### src/sv/wfc_pkg.sv
// wfc_pkg: shared types, constants and helpers of the wall-follow wheel speed control unit
// no dependencies; imported by the controller, the datapath and the top level

package wfc_pkg;

  // field widths
  localparam int StepsW  = 16;
  localparam int SensorW = 12;
  localparam int SpeedW  = 6;
  localparam int CountW  = 8;
  localparam int BaseW   = 5;
  localparam int CfgAddrW = 2;
  localparam int CfgDataW = 16;
  localparam int InDataW  = 72;
  localparam int OutDataW = 32;

  // configuration register indexes
  localparam logic [CfgAddrW-1:0] RegStraightRunSteps   = 2'd0;
  localparam logic [CfgAddrW-1:0] RegFrontObstacleLimit = 2'd1;
  localparam int                  RegRaisedWallTarget   = 2;

  // reset values
  localparam logic [StepsW-1:0]  StraightRunReset = 16'd300;
  localparam logic [SensorW-1:0] FrontLimitReset  = 12'd1000;
  localparam logic [SensorW-1:0] RaisedReset      = 12'd400;
  localparam logic [SensorW-1:0] WallTargetReset  = 12'd400;

  // law constants
  localparam int StepsPerBase = 150;
  localparam int BaseStepMax  = 13;
  localparam logic [StepsW-1:0]  JamStepLimit  = 16'd2000;
  localparam logic [SensorW-1:0] HighGainLimit = 12'd200;
  localparam logic [CountW-1:0]  CountMax      = 8'd255;

  // iterative divider
  localparam int DivNumW  = 19;
  localparam int DivSteps = DivNumW;
  localparam int DivCntW  = 5;

  // reciprocal multipliers for the constant divisions
  localparam logic [15:0] Recip9  = 16'd58255;  // 2^19 / 9, rounded up
  localparam logic [15:0] Recip10 = 16'd52429;  // 2^19 / 10, rounded up
  localparam logic [15:0] Recip3  = 16'd43691;  // 2^17 / 3, rounded up

  // shared multiplier operand select
  localparam logic [1:0] MulProp9  = 2'd0;
  localparam logic [1:0] MulProp10 = 2'd1;
  localparam logic [1:0] MulDelta3 = 2'd2;

  // controller to datapath commands
  typedef struct packed {
    logic       load_in;
    logic       straight_en;
    logic       obstacle_en;
    logic       div_start;
    logic       div_step;
    logic       prop_en;
    logic       mul_en;
    logic [1:0] mul_sel;
    logic       law_en;
    logic       out_load;
  } cmd_t;

  // datapath to controller status
  typedef struct packed {
    logic straight;
    logic obstacle;
    logic div_last;
  } status_t;

  // stepped base speed from the far wheel: 15 + steps/150, capped at 28
  function automatic logic [BaseW-1:0] stepped_base(input logic [StepsW-1:0] steps);
    logic [BaseW-1:0] cnt;
    cnt = '0;
    for (int k = 1; k <= BaseStepMax; k++) begin
      if (steps >= StepsW'(StepsPerBase * k)) cnt = BaseW'(k);
    end
    return BaseW'(15) + cnt;
  endfunction

  // magnitude and sign back to an 18-bit signed value
  function automatic logic signed [17:0] to_signed18(input logic [15:0] mag,
                                                     input logic neg);
    logic signed [17:0] v;
    v = $signed({2'b00, mag});
    return neg ? -v : v;
  endfunction

endpackage

### src/sv/wfc_ctrl.sv
// wfc_ctrl: sequencing state machine of the wall-follow wheel speed control unit
// depends on wfc_pkg; drives the datapath with cmd_t and reads status_t

module wfc_ctrl import wfc_pkg::*; (
  input  logic    clk,
  input  logic    rst,
  input  logic    s_axis_tvalid,
  output logic    s_axis_tready,
  output logic    m_axis_tvalid,
  input  logic    m_axis_tready,
  input  status_t status,
  output cmd_t    cmd
);

  localparam logic [2:0] StIdle     = 3'd0;
  localparam logic [2:0] StClassify = 3'd1;
  localparam logic [2:0] StDivide   = 3'd2;
  localparam logic [2:0] StProp     = 3'd3;
  localparam logic [2:0] StMul      = 3'd4;
  localparam logic [2:0] StLaw      = 3'd5;
  localparam logic [2:0] StFinish   = 3'd6;

  logic [2:0] state, state_next;
  logic [1:0] mul_sel, mul_sel_next;
  logic       out_free;

  assign s_axis_tready = (state == StIdle);
  assign out_free      = !m_axis_tvalid || m_axis_tready;

  // next state and commands
  always_comb begin
    state_next   = state;
    mul_sel_next = mul_sel;
    cmd          = '0;
    cmd.mul_sel  = mul_sel;
    unique case (state)
      StIdle: begin
        if (s_axis_tvalid) begin
          cmd.load_in = 1'b1;
          state_next  = StClassify;
        end
      end
      StClassify: begin
        if (status.straight) begin
          cmd.straight_en = 1'b1;
          state_next      = StFinish;
        end else if (status.obstacle) begin
          cmd.obstacle_en = 1'b1;
          state_next      = StFinish;
        end else begin
          cmd.div_start = 1'b1;
          state_next    = StDivide;
        end
      end
      StDivide: begin
        cmd.div_step = 1'b1;
        if (status.div_last) state_next = StProp;
      end
      StProp: begin
        cmd.prop_en  = 1'b1;
        mul_sel_next = MulProp9;
        state_next   = StMul;
      end
      StMul: begin
        cmd.mul_en = 1'b1;
        unique case (mul_sel)
          MulProp9:  mul_sel_next = MulProp10;
          MulProp10: mul_sel_next = MulDelta3;
          default:   state_next   = StLaw;
        endcase
      end
      StLaw: begin
        cmd.law_en = 1'b1;
        state_next = StFinish;
      end
      StFinish: begin
        if (out_free) begin
          cmd.out_load = 1'b1;
          state_next   = StIdle;
        end
      end
      default: state_next = StIdle;
    endcase
  end

  // state and output valid
  always_ff @(posedge clk) begin
    if (rst) begin
      state         <= StIdle;
      mul_sel       <= MulProp9;
      m_axis_tvalid <= 1'b0;
    end else begin
      state   <= state_next;
      mul_sel <= mul_sel_next;
      if (cmd.out_load) m_axis_tvalid <= 1'b1;
      else if (m_axis_tready) m_axis_tvalid <= 1'b0;
    end
  end

endmodule

### src/sv/wfc_datapath.sv
// wfc_datapath: configuration registers, control state, divider, multiplier and speed law
// depends on wfc_pkg; commanded by wfc_ctrl

module wfc_datapath import wfc_pkg::*; (
  input  logic                clk,
  input  logic                rst,
  input  logic                cfg_we,
  input  logic [CfgAddrW-1:0] cfg_addr,
  input  logic [CfgDataW-1:0] cfg_data,
  input  logic [InDataW-1:0]  in_data,
  input  cmd_t                cmd,
  output status_t             status,
  output logic [OutDataW-1:0] out_data
);

  // configuration
  logic [StepsW-1:0]  straight_run_steps;
  logic [SensorW-1:0] front_obstacle_limit;
  logic [SensorW-1:0] raised_wall_target;

  // latched input beat
  logic [StepsW-1:0]  left_wheel_steps, right_wheel_steps;
  logic [SensorW-1:0] front_obstacle, left_wall_reading, right_wall_reading;
  logic               follow_left;

  // control state
  logic [SensorW-1:0]  wall_target;
  logic signed [15:0]  previous_error;
  logic [CountW-1:0]   jam_counter, sharp_turn_counter;
  logic [SpeedW-1:0]   held_left_drive, held_right_drive;
  logic                turn_request;

  // work registers
  logic [DivNumW-1:0]  div_num;
  logic [SensorW-1:0]  div_rem, divisor;
  logic [DivCntW-1:0]  div_cnt;
  logic signed [15:0]  prop;
  logic signed [16:0]  delta;
  logic [BaseW-1:0]    base;
  logic [11:0]         prop_q9, prop_q10;
  logic [13:0]         delta_q3;

  logic [StepsW-1:0]  near_steps, far_steps;
  logic [SensorW-1:0] wall;
  assign near_steps = follow_left ? left_wheel_steps : right_wheel_steps;
  assign far_steps  = follow_left ? right_wheel_steps : left_wheel_steps;
  assign wall       = follow_left ? left_wall_reading : right_wall_reading;

  assign status.straight = near_steps < straight_run_steps;
  assign status.obstacle = front_obstacle >= front_obstacle_limit;
  assign status.div_last = div_cnt == DivCntW'(DivSteps - 1);

  // configuration writes, out-of-range indexes are dropped
  always_ff @(posedge clk) begin
    if (rst) begin
      straight_run_steps   <= StraightRunReset;
      front_obstacle_limit <= FrontLimitReset;
      raised_wall_target   <= RaisedReset;
    end else if (cfg_we) begin
      unique case (cfg_addr)
        RegStraightRunSteps:   straight_run_steps   <= cfg_data;
        RegFrontObstacleLimit: front_obstacle_limit <= cfg_data[SensorW-1:0];
        CfgAddrW'(RegRaisedWallTarget): raised_wall_target <= cfg_data[SensorW-1:0];
        default: ;
      endcase
    end
  end

  // input beat capture
  always_ff @(posedge clk) begin
    if (cmd.load_in) begin
      left_wheel_steps   <= in_data[15:0];
      right_wheel_steps  <= in_data[31:16];
      front_obstacle     <= in_data[43:32];
      left_wall_reading  <= in_data[55:44];
      right_wall_reading <= in_data[67:56];
      follow_left        <= in_data[68];
    end
  end

  // restoring divider: one quotient bit per cycle, quotient shifts into div_num
  logic [DivNumW-1:0] wall_x100;
  logic [SensorW:0]   rem_shift, rem_sub;
  assign wall_x100 = {1'b0, wall, 6'b0} + {2'b0, wall, 5'b0} + {5'b0, wall, 2'b0};
  assign rem_shift = {div_rem, div_num[DivNumW-1]};
  assign rem_sub   = rem_shift - {1'b0, divisor};

  always_ff @(posedge clk) begin
    if (cmd.div_start) begin
      div_num <= wall_x100;
      div_rem <= '0;
      div_cnt <= '0;
      divisor <= (wall_target == '0) ? SensorW'(1) : wall_target;
    end else if (cmd.div_step) begin
      div_cnt <= div_cnt + DivCntW'(1);
      if (!rem_sub[SensorW]) begin
        div_rem <= rem_sub[SensorW-1:0];
        div_num <= {div_num[DivNumW-2:0], 1'b1};
      end else begin
        div_rem <= rem_shift[SensorW-1:0];
        div_num <= {div_num[DivNumW-2:0], 1'b0};
      end
    end
  end

  // proportion with saturation, difference term and base speed
  logic signed [15:0] prop_calc;
  logic [DivNumW-1:0] q_minus;
  assign q_minus   = div_num - DivNumW'(100);
  assign prop_calc = (div_num > DivNumW'(32867)) ? 16'sd32767 : $signed(q_minus[15:0]);

  always_ff @(posedge clk) begin
    if (cmd.prop_en) begin
      prop  <= prop_calc;
      delta <= {prop_calc[15], prop_calc} - {previous_error[15], previous_error};
      base  <= stepped_base(far_steps);
    end
  end

  // shared reciprocal multiplier for /9, /10 and /3 on magnitudes
  logic [15:0] prop_abs_w, delta_abs, mul_a, mul_b;
  logic [16:0] delta_neg_v;
  logic [15:0] prop_neg_v;
  logic [31:0] product;
  assign prop_neg_v  = -prop;
  assign delta_neg_v = -delta;
  assign prop_abs_w  = prop[15] ? prop_neg_v : prop;
  assign delta_abs   = delta[16] ? delta_neg_v[15:0] : delta[15:0];

  always_comb begin
    case (cmd.mul_sel)
      MulProp9:  begin mul_a = prop_abs_w; mul_b = Recip9;  end
      MulProp10: begin mul_a = prop_abs_w; mul_b = Recip10; end
      default:   begin mul_a = delta_abs;  mul_b = Recip3;  end
    endcase
  end
  assign product = mul_a * mul_b;

  always_ff @(posedge clk) begin
    if (cmd.mul_en) begin
      case (cmd.mul_sel)
        MulProp9:  prop_q9  <= product[30:19];
        MulProp10: prop_q10 <= product[30:19];
        default:   delta_q3 <= product[30:17];
      endcase
    end
  end

  // speed law, overrides and clamps
  logic signed [17:0] base_s, p8, p9, p10, d3, d4, ls, rs;
  logic [CountW-1:0]  sharp_next;
  logic               high_gain;

  always_comb begin
    base_s    = to_signed18({11'd0, base}, 1'b0);
    p8        = to_signed18({3'd0, prop_abs_w[15:3]}, prop[15]);
    p9        = to_signed18({4'd0, prop_q9}, prop[15]);
    p10       = to_signed18({4'd0, prop_q10}, prop[15]);
    d3        = to_signed18({2'd0, delta_q3}, delta[16]);
    d4        = to_signed18({2'd0, delta_abs[15:2]}, delta[16]);
    high_gain = wall_target > HighGainLimit;
    sharp_next = sharp_turn_counter;
    if (high_gain) begin
      ls = base_s + p8 + d3;
      rs = base_s - p9 - d3;
      if (base_s < 18'sd26) begin
        sharp_next = '0;
        if (rs > base_s + 18'sd6) begin
          rs = 18'sd34; ls = 18'sd4;
        end else if (ls > base_s + 18'sd10) begin
          rs = 18'sd5; ls = 18'sd30;
        end
      end else if (rs > 18'sd35) begin
        if (sharp_turn_counter < CountMax) sharp_next = sharp_turn_counter + CountW'(1);
        rs = 18'sd35; ls = 18'sd4;
      end else begin
        sharp_next = '0;
      end
    end else begin
      ls = base_s + p10 + d3;
      rs = base_s - p10 - d4;
      if (base_s < 18'sd26) begin
        sharp_next = '0;
        if (rs > base_s + 18'sd4) begin
          rs = 18'sd34; ls = 18'sd4;
        end
      end else if (rs > 18'sd32) begin
        if (sharp_turn_counter < CountMax) sharp_next = sharp_turn_counter + CountW'(1);
        rs = 18'sd36; ls = 18'sd4;
      end else begin
        sharp_next = '0;
      end
    end
    if (ls > 18'sd39) ls = 18'sd39;
    if (ls < 18'sd0)  ls = 18'sd0;
    if (rs > 18'sd35) rs = 18'sd35;
    if (rs < 18'sd5)  rs = 18'sd5;
  end

  // straight-run speed from the near wheel
  logic [SpeedW-1:0] straight_speed;
  assign straight_speed = (near_steps < 16'd100) ? 6'd10 :
                          (near_steps < 16'd500) ? 6'd15 : 6'd23;

  // control state update
  always_ff @(posedge clk) begin
    if (rst) begin
      wall_target        <= WallTargetReset;
      previous_error     <= '0;
      jam_counter        <= '0;
      sharp_turn_counter <= '0;
      held_left_drive    <= '0;
      held_right_drive   <= '0;
      turn_request       <= 1'b0;
    end else if (cmd.straight_en) begin
      held_left_drive  <= straight_speed;
      held_right_drive <= straight_speed;
      turn_request     <= 1'b0;
    end else if (cmd.obstacle_en) begin
      if (far_steps < JamStepLimit && jam_counter < CountMax)
        jam_counter <= jam_counter + CountW'(1);
      turn_request <= 1'b1;
      wall_target  <= raised_wall_target;
    end else if (cmd.law_en) begin
      previous_error     <= prop;
      sharp_turn_counter <= sharp_next;
      held_left_drive    <= ls[SpeedW-1:0];
      held_right_drive   <= rs[SpeedW-1:0];
      turn_request       <= 1'b0;
    end
  end

  // output register with side swap
  always_ff @(posedge clk) begin
    if (cmd.out_load) begin
      out_data[5:0]   <= follow_left ? held_left_drive : held_right_drive;
      out_data[11:6]  <= follow_left ? held_right_drive : held_left_drive;
      out_data[12]    <= turn_request;
      out_data[20:13] <= jam_counter;
      out_data[28:21] <= sharp_turn_counter;
      out_data[31:29] <= '0;
    end
  end

endmodule

### src/sv/wall_follow_wheel_speed_control_unit.sv
// wall_follow_wheel_speed_control_unit: top level, controller plus datapath
// depends on wfc_pkg, wfc_ctrl and wfc_datapath
// flow: the beat is latched and classified, then goes to the output register in the straight
//   run or on a front obstacle, else first through the divider by wall_target, proportion,
//   multiplier and speed law; one beat at a time, and the result waits while the output stalls
// reset (rst, synchronous): registers to defaults, wall target 400, counters and speeds zero

module wall_follow_wheel_speed_control_unit import wfc_pkg::*; (
  input  logic                clk,
  input  logic                rst,
  // lowest bit up: left_wheel_steps[15:0], right_wheel_steps[31:16], front_obstacle[43:32],
  // left_wall_reading[55:44], right_wall_reading[67:56], follow_left[68], zero fill
  input  logic [InDataW-1:0]  s_axis_tdata,
  input  logic                s_axis_tvalid,
  output logic                s_axis_tready,
  // lowest bit up: followed-wall side wheel command[5:0], other wheel command[11:6], turn_request[12],
  // jam_count[20:13], special_turn_count[28:21], zero fill
  output logic [OutDataW-1:0] m_axis_tdata,
  output logic                m_axis_tvalid,
  input  logic                m_axis_tready,
  input  logic                cfg_valid,
  output logic                cfg_ready,
  input  logic [CfgAddrW-1:0] cfg_addr,
  input  logic [CfgDataW-1:0] cfg_data
);

  cmd_t    cmd;
  status_t status;

  // configuration always taken
  assign cfg_ready = 1'b1;

  wfc_ctrl u_ctrl (
    .clk           (clk),
    .rst           (rst),
    .s_axis_tvalid (s_axis_tvalid),
    .s_axis_tready (s_axis_tready),
    .m_axis_tvalid (m_axis_tvalid),
    .m_axis_tready (m_axis_tready),
    .status        (status),
    .cmd           (cmd)
  );

  wfc_datapath u_datapath (
    .clk      (clk),
    .rst      (rst),
    .cfg_we   (cfg_valid),
    .cfg_addr (cfg_addr),
    .cfg_data (cfg_data),
    .in_data  (s_axis_tdata),
    .cmd      (cmd),
    .status   (status),
    .out_data (m_axis_tdata)
  );

endmodule
### config.mk
export PLATFORM = sky130hd
export DESIGN_NAME = wall_follow_wheel_speed_control_unit
export DESIGN_NICKNAME = d
export VERILOG_FILES = /design/src/sv/wfc_pkg.sv /design/src/sv/wfc_ctrl.sv /design/src/sv/wfc_datapath.sv /design/src/sv/wall_follow_wheel_speed_control_unit.sv
export SDC_FILE = /design/constraint.sdc
export NUM_CORES = 1
export LEC_CHECK = 0
export BUFFER_PORTS_ARGS = -buffer_cell sky130_fd_sc_hd__buf_2
export CORE_ASPECT_RATIO = 1.25
export CORE_MARGIN = 2
export CORE_UTILIZATION = 60
export CTS_BUF_LIST = sky130_fd_sc_hd__clkbuf_4 sky130_fd_sc_hd__clkbuf_8 sky130_fd_sc_hd__clkbuf_16
export DETAILED_ROUTE_END_ITERATION = 10
export GPL_TIMING_DRIVEN = 0
export PLACE_DENSITY = 0.78
export SYNTH_ARGS = -nofsm -noshare
export SYNTH_HDL_FRONTEND = slang
export SYNTH_HIERARCHICAL = 1
export SYNTH_SLANG_ARGS = --single-unit
export TNS_END_PERCENT = 50
### constraint.sdc
create_clock -name clk -period 12.69 [get_ports clk]
set_input_delay 0.6345 -clock clk [delete_from_list [all_inputs] [get_ports clk]]
set_output_delay 0.6345 -clock clk [all_outputs]
set_load 0.03 [all_outputs]
==> impl_metrics.ini, run 1 <==
[cts]
htree_num_levels = 1
cts-root-buf = clkbuf_16
cts_resized = 0
post_cts_buffers = 0
cts.sink_count = 325
clk_latency_ns = 0.60
numCtsBuffers = 30
clk_path_buf_depth = 3
cts_hold_buffers = 0
clk_pin_slew_ns = 0.07
cts_tree = yes

[die]
pin_count = 130
fp-row-count = 91
die_h_um = 253
start_util = 0.604
fp.dieW_um = 203
core_mm2 = 0.0492
die-area_mm2 = 0.0513

[critical_path]
startpoint_type = flop
rrSetupSlack_ns = 2.09
critical_path_class = reg -> reg
worstPathRequired_ns = 12.98
crit_path_end_kind = flop
crit_top_cell = fa_1
crit_arrival_ns = 10.90
critical_path.slowest_cell = a2111oi_0
cp_max_fo = 7
critPathMaxStageDelay_ns = 0.87

[route]
post_drt_via_cell_ratio = 5.96
vias = 24000
wirelength_um = 80100
drt-initial-drc-count = 1705
routedWlPerCell_um = 19.9
drtAntennaViolNets = 0
drc = 0
firstDrtPassIters = 6

[finish]
drive_above_1_share = 0.0899
layout_common_cells = inv_1, ha_1, nand2_1, nor2_1, edfxtp_1
final_common_cell = inv_1
design_area_mm2 = 0.0322
synthToLayoutAreaGrowth_pct = 8.23
finalNetCount = 3964
instances_no_fill = 4021

[sta]
setup_violations = 0
period_share = 0.835
fin_worst_skew_ns = 0.0436
slew_viol_final = 0
min_period_ns = 10.60
fmax_ghz = 0.0943
max-slew-margin-rel = 0.164
hold_viol_final = 0
worst_pin_slew_ns = 1.24
timing.final.ws_setup_ns = 2.09
finalSetupTns_ns = 0
grt_setup_unrepaired = no

[pwr]
seqPwrFrac = 0.299
swShare = 0.412
powerDensity_mw_per_mm2 = 143
p_leak_nw = 14.2
finalPower_mw = 4.60
switching_power_mw = 1.90
ir_drop_v = 0.000174
pwr-share-comb = 0.508
clkPwrFrac = 0.193
power.internal_mw = 2.71

[global_routing]
grt_pass1_wl_um = 125000
antenna_found_initial = 0
grt_max_degree = 70
grt_util_all_layers = 0.309
grt_overflow = 0
grt_pass1_vias = 24100

[logic_synthesis]
ys_ff_latch = 325
async_flop_share = 0
syn_area_per_cell_um2 = 9.32
synth_edf_count = 205
ys_warn_count = 6
synth_cells = 3187
synthFlopType = edfxtp_1
seq_area_frac_synth = 0.288
synth_cell_types = 94
synth_area_mm2 = 0.0297

[placement]
dpl_worst_slack_ns = 2.19
gp_congestion = 1.01
dpl-instance-area_mm2 = 0.0312
io_buffer_count = 122
place_inst = 3964
dpl.hpwl_um = 66200

[outcome]
status = complete, no violations

[min_path]
min_path_type = in -> reg

[run]
max_cap_violations = 0
==> worst max-delay path, delay by kind of cell (launching register included) <==
| family | cells | cell delay (ns) |
|---|---|---|
| and+or+nand+nor | 6 | 1.93 |
| AOI/OAI and AO/OA | 8 | 2.75 |
| adders and majority gates | 8 | 3.59 |
| DFF | 1 | 0.52 |
| buffers and inverters | 4 | 0.44 |
| xor gates and xnor gates | 2 | 1.07 |
==> synth_stat cells, types with 28 or more instances <==
master	instances	area share
nand3_1	35	0.0059
mux2i_1	31	0.010
nor3_1	63	0.011
clkbuf_1	97	0.012
fa_1	179	0.12
a21oi_1	172	0.029
a21o_1	40	0.010
a211oi_1	34	0.0086
ha_1	345	0.15
xor2_1	81	0.024
edfxtp_1	205	0.21
xnor2_1	106	0.031
nand2_1	269	0.034
or2_2	31	0.0065
nand2b_1	52	0.011
dfxtp_1	120	0.081
inv_1	433	0.055
mux2_2	57	0.022
o21ai_0	130	0.022
nor2_1	214	0.027
nand4_1	28	0.0059
nor2b_1	39	0.0082
==> kinds of logic after synthesis <==
family	share of synthesized area
mux	0.0321
xor+xnor	0.0570
compound gates	0.142
simple gates	0.145
flops	0.288
buf+inv	0.0697
fa+ha+maj	0.266
other cells	0.000253
==> per-stage QoR <==
step,utilization,hold slack [ns]
floorplan,-,0.409
detailed placement,0.634,0.433
finish,0.654,0.204
global placement,0.633,0.420
CTS,0.654,0.182
global route,0.654,0.186
==> power by group through the flow <==
stage | Clock [mW] | Sequential, mW | Combinational [mW]
2_1_floorplan | 0 | 1.38 | 1.61
3_3_place_gp | 0 | 1.39 | 2.23
3_5_place_dp | 0 | 1.40 | 2.29
4_1_cts | 0.903 | 1.38 | 2.32
5_1_grt | 0.938 | 1.38 | 2.59
6_report | 0.886 | 1.38 | 2.34
==> state kept, by name, indices dropped and copies added, names as in the netlist, 8 cells and up <==
register and count:
u_datapath/wall_target 12, u_datapath/div_num 19, u_datapath/out_data 29, u_datapath/divisor 12
u_datapath/prop_q10 12, u_datapath/delta 17, u_datapath/right_wheel_steps 16, u_datapath/prop_q9 12
u_datapath/left_wheel_steps 16, u_datapath/delta_q3 14, u_datapath/sharp_turn_counter 8, u_datapath/raised_wall_target 12
u_datapath/front_obstacle 12, u_datapath/div_rem 12, u_datapath/previous_error 16, u_datapath/right_wall_reading 12
u_datapath/prop 16, u_datapath/front_obstacle_limit 12, u_datapath/straight_run_steps 16, u_datapath/jam_counter 8
u_datapath/left_wall_reading 12
==> routing by layer <==
layer	share of wire	track usage	up-vias
met3	0.055	0.0400	235
met1	0.38	0.356	11600
li1	-	-	11400
met4	0.055	0.155	0
met2	0.51	0.561	801
met5	0	0	-
==> area by class of cell <==
class | count | area (µm²)
well taps | 651 | 815
inverters | 434 | 1630
clock inverters | 16 | 120
plain buffers | 109 | 440
flip-flops and latches | 325 | 8560
multi-input cells | 2321 | 19100
clock buffers | 40 | 851
fillers | 4071 | 17000
repair buffers | 124 | 643
diodes | 1 | 2.50
==> worst paths after layout <==
kind / from / endpoint / cells past startpoint
max: u_datapath/prop[0]$_DFFE_PP_ / u_datapath/delta_q3[13]$_DFFE_PP_ / 28
min: s_axis_tdata[9] / u_datapath/left_wheel_steps[9]$_DFFE_PP_ / 1
max reg2reg: u_datapath/prop[0]$_DFFE_PP_ / u_datapath/delta_q3[13]$_DFFE_PP_ / 28
min reg2reg: u_datapath/turn_request$_SDFFE_PP0P_ / u_datapath/out_data[12]$_DFFE_PP_ / 0
Power figures use the tool's default switching activity.
==> inputs of run 2 (changes only) <==
Settings changed: ABC_AREA set to 1, CORE_UTILIZATION 60 to 58, PLACE_DENSITY 0.78 to 0.79.
Clock period 12.69 ns to 9.7 ns, I/O delays scaled along.
==> run 2 against run 1 <==
Against the previous run:
- register-to-register slack worse by 0.94 ns
- global-route usage down 0.54 points
- count of clock-buffer cells in the layout down 7
- via count up 8.3%
- sequential cell count unchanged
- core utilization down 2.1 points
- synthesized cell count up 20%
- die area up 6.4%
- setup slack worse by 0.94 ns
- critical path type unchanged
==> impl_metrics.ini, run 2 <==
[cts]
cts_tree = yes
cts.sink_count = 325
htree_num_levels = 1
cts_resized = 0
clk_pin_slew_ns = 0.07
clk_path_buf_depth = 3
cts-root-buf = clkbuf_16
numCtsBuffers = 30
post_cts_buffers = 0
clk_latency_ns = 0.57
cts_hold_buffers = 0

[min_path]
min_path_type = in -> reg
min_from = s_axis_tdata[36]

[critical_path]
critical_path_class = reg -> reg
crit_arrival_ns = 8.85
critical_path.slowest_cell = a21oi_1
worstPathRequired_ns = 10.01
r2r_start = u_ctrl/mul_sel[1]$_SDFFE_PP0P_
crit_top_cell = inv_1
crit_path_end_kind = flop
cp_max_fo = 10
startpoint = u_ctrl/mul_sel[1]$_SDFFE_PP0P_
critPathMaxStageDelay_ns = 0.83
startpoint_type = flop

[route]
routedWlPerCell_um = 17.5
firstDrtPassIters = 6
drt-initial-drc-count = 1922
drc = 0
vias = 26000
wirelength_um = 82100
post_drt_via_cell_ratio = 5.54
drtAntennaViolNets = 0

[logic_synthesis]
synth_top_cells_by_count = inv_1, nand2_1, ha_1
syn_area_per_cell_um2 = 7.98
synth_cells = 3832
ys_ff_latch = 325
async_flop_share = 0
synth_area_leaders = edfxtp_1, ha_1, fa_1, inv_1, nand2_1
synthFlopType = edfxtp_1
yosysMostFrequentCell = inv_1
synth_top_cell_by_area = edfxtp_1
seq_area_frac_synth = 0.280
yosys.area.top_type_share = 0.201
ys_warn_count = 6
synth_edf_count = 205
synth_cell_types = 72
synth_area_mm2 = 0.0306

[placement]
dpl.hpwl_um = 68900
gp_congestion = 1.02
io_buffer_count = 122

[finish]
antennaDiodeCount = 0
layout_common_cells = inv_1, nand2_1, ha_1, nor2_1, a21oi_1
finalNetCount = 4609
largest_reg_flops = 29
reg_top3 = u_datapath/out_data (29), u_datapath/div_num (19), u_datapath/delta (17)
final_core_util = 0.633
largest_register = u_datapath/out_data
drive_above_1_share = 0.0827
synthToLayoutAreaGrowth_pct = 8.35
final_common_cell = inv_1

[run]
max_cap_violations = 0

[die]
start_util = 0.584
die-area_mm2 = 0.0546
pin_count = 130
die_h_um = 261
core_mm2 = 0.0523
fp.dieW_um = 209
fp-row-count = 94

[outcome]
status = complete, no violations

[sta]
slew_viol_final = 0
finalSetupTns_ns = 0
period_share = 0.881
min_period_ns = 8.55
fin_worst_skew_ns = 0.0159
fmax_ghz = 0.117
worst_pin_slew_ns = 1.12
max-slew-margin-rel = 0.250
grt_setup_unrepaired = no
setup_violations = 0
hold_viol_final = 0

[global_routing]
grt_max_degree = 37
grt_pass1_wl_um = 130000
antenna_found_initial = 0
grt_pass1_vias = 25800
grt_util_all_layers = 0.303
grt_overflow = 0
[run 2: changes by cell type in the layout (fill, tap and decap cells not counted), sizes merged, moves of 34 or more]
cell / change
xnor2: -76
nand3: +154
mux2: -57
inv: +314
xor2: +36
nor2b: -39
a21oi: +83
o21ai: +101
a21o: -34
nand2: +435
nor2: +139
nand2b: -52
clkbuf: -37
[run 2: cells by family after synthesis]
group | Yosys count | synth area share
compound gates | 604 | 0.110
xor+xnor | 149 | 0.0427
fa+ha+maj | 524 | 0.258
buf+inv | 837 | 0.105
flops | 325 | 0.280
mux | 2 | 0.000655
other cells | 2 | 0.000246
simple gates | 1389 | 0.203
[run 2: final timing paths]
check	to	slack, ns	depth (start not counted)
worst max-delay path	u_datapath/delta_q3[13]$_DFFE_PP_	1.15	28
worst min register to register	u_datapath/out_data[26]$_DFFE_PP_	0.44	0
worst max register to register	u_datapath/delta_q3[13]$_DFFE_PP_	1.15	28
worst min-delay path	u_datapath/front_obstacle[4]$_DFFE_PP_	0.08	1
[run 2: area by class of cell]
cell class / count / area, µm²
clock inverters: 23 / 238
clock buffers: 33 / 786
fillers: 4540 / 19200
well taps: 672 / 841
flip-flops and latches: 325 / 8560
multi-input cells: 2672 / 18900
plain buffers: 87 / 389
repair buffers: 124 / 651
inverters: 750 / 2820
[run 2: worst max-delay path, delay by kind of cell (launching register included)]
family,cells,cell delay [ns]
buf+inv,10,1.81
simple gates,8,1.24
compound gates,2,1.01
xor+xnor,1,0.41
fa+ha+maj,7,3.45
flops,1,0.37
[run 2: stage by stage]
| step | area, µm² | hold slack (ns) | cells | worst slack, ns |
|---|---|---|---|---|
| 5_1_grt | 33100 | 0.0569 | 4686 | 0.801 |
| 4_1_cts | 33100 | 0.0664 | 4686 | 1.27 |
| 2_1_floorplan | 30600 | 0.408 | 3834 | 3.16 |
| 3_5_place_dp | 32100 | 0.427 | 4630 | 1.33 |
| 6_report | 33100 | 0.0798 | 4686 | 1.15 |
| 3_3_place_gp | 32000 | 0.423 | 4628 | 1.35 |
[run 2: layer usage]
metal	vias to the layer above	track usage	wire length, µm
li1	12700	-	-
met1	12200	0.335	31100
met2	826	0.557	41100
met3	280	0.0404	4360
met4	0	0.182	5610
met5	-	0	0
Power of run 2 is not shown: default switching activity piles up to over one toggle a cycle in this logic, so the estimate is an artifact.
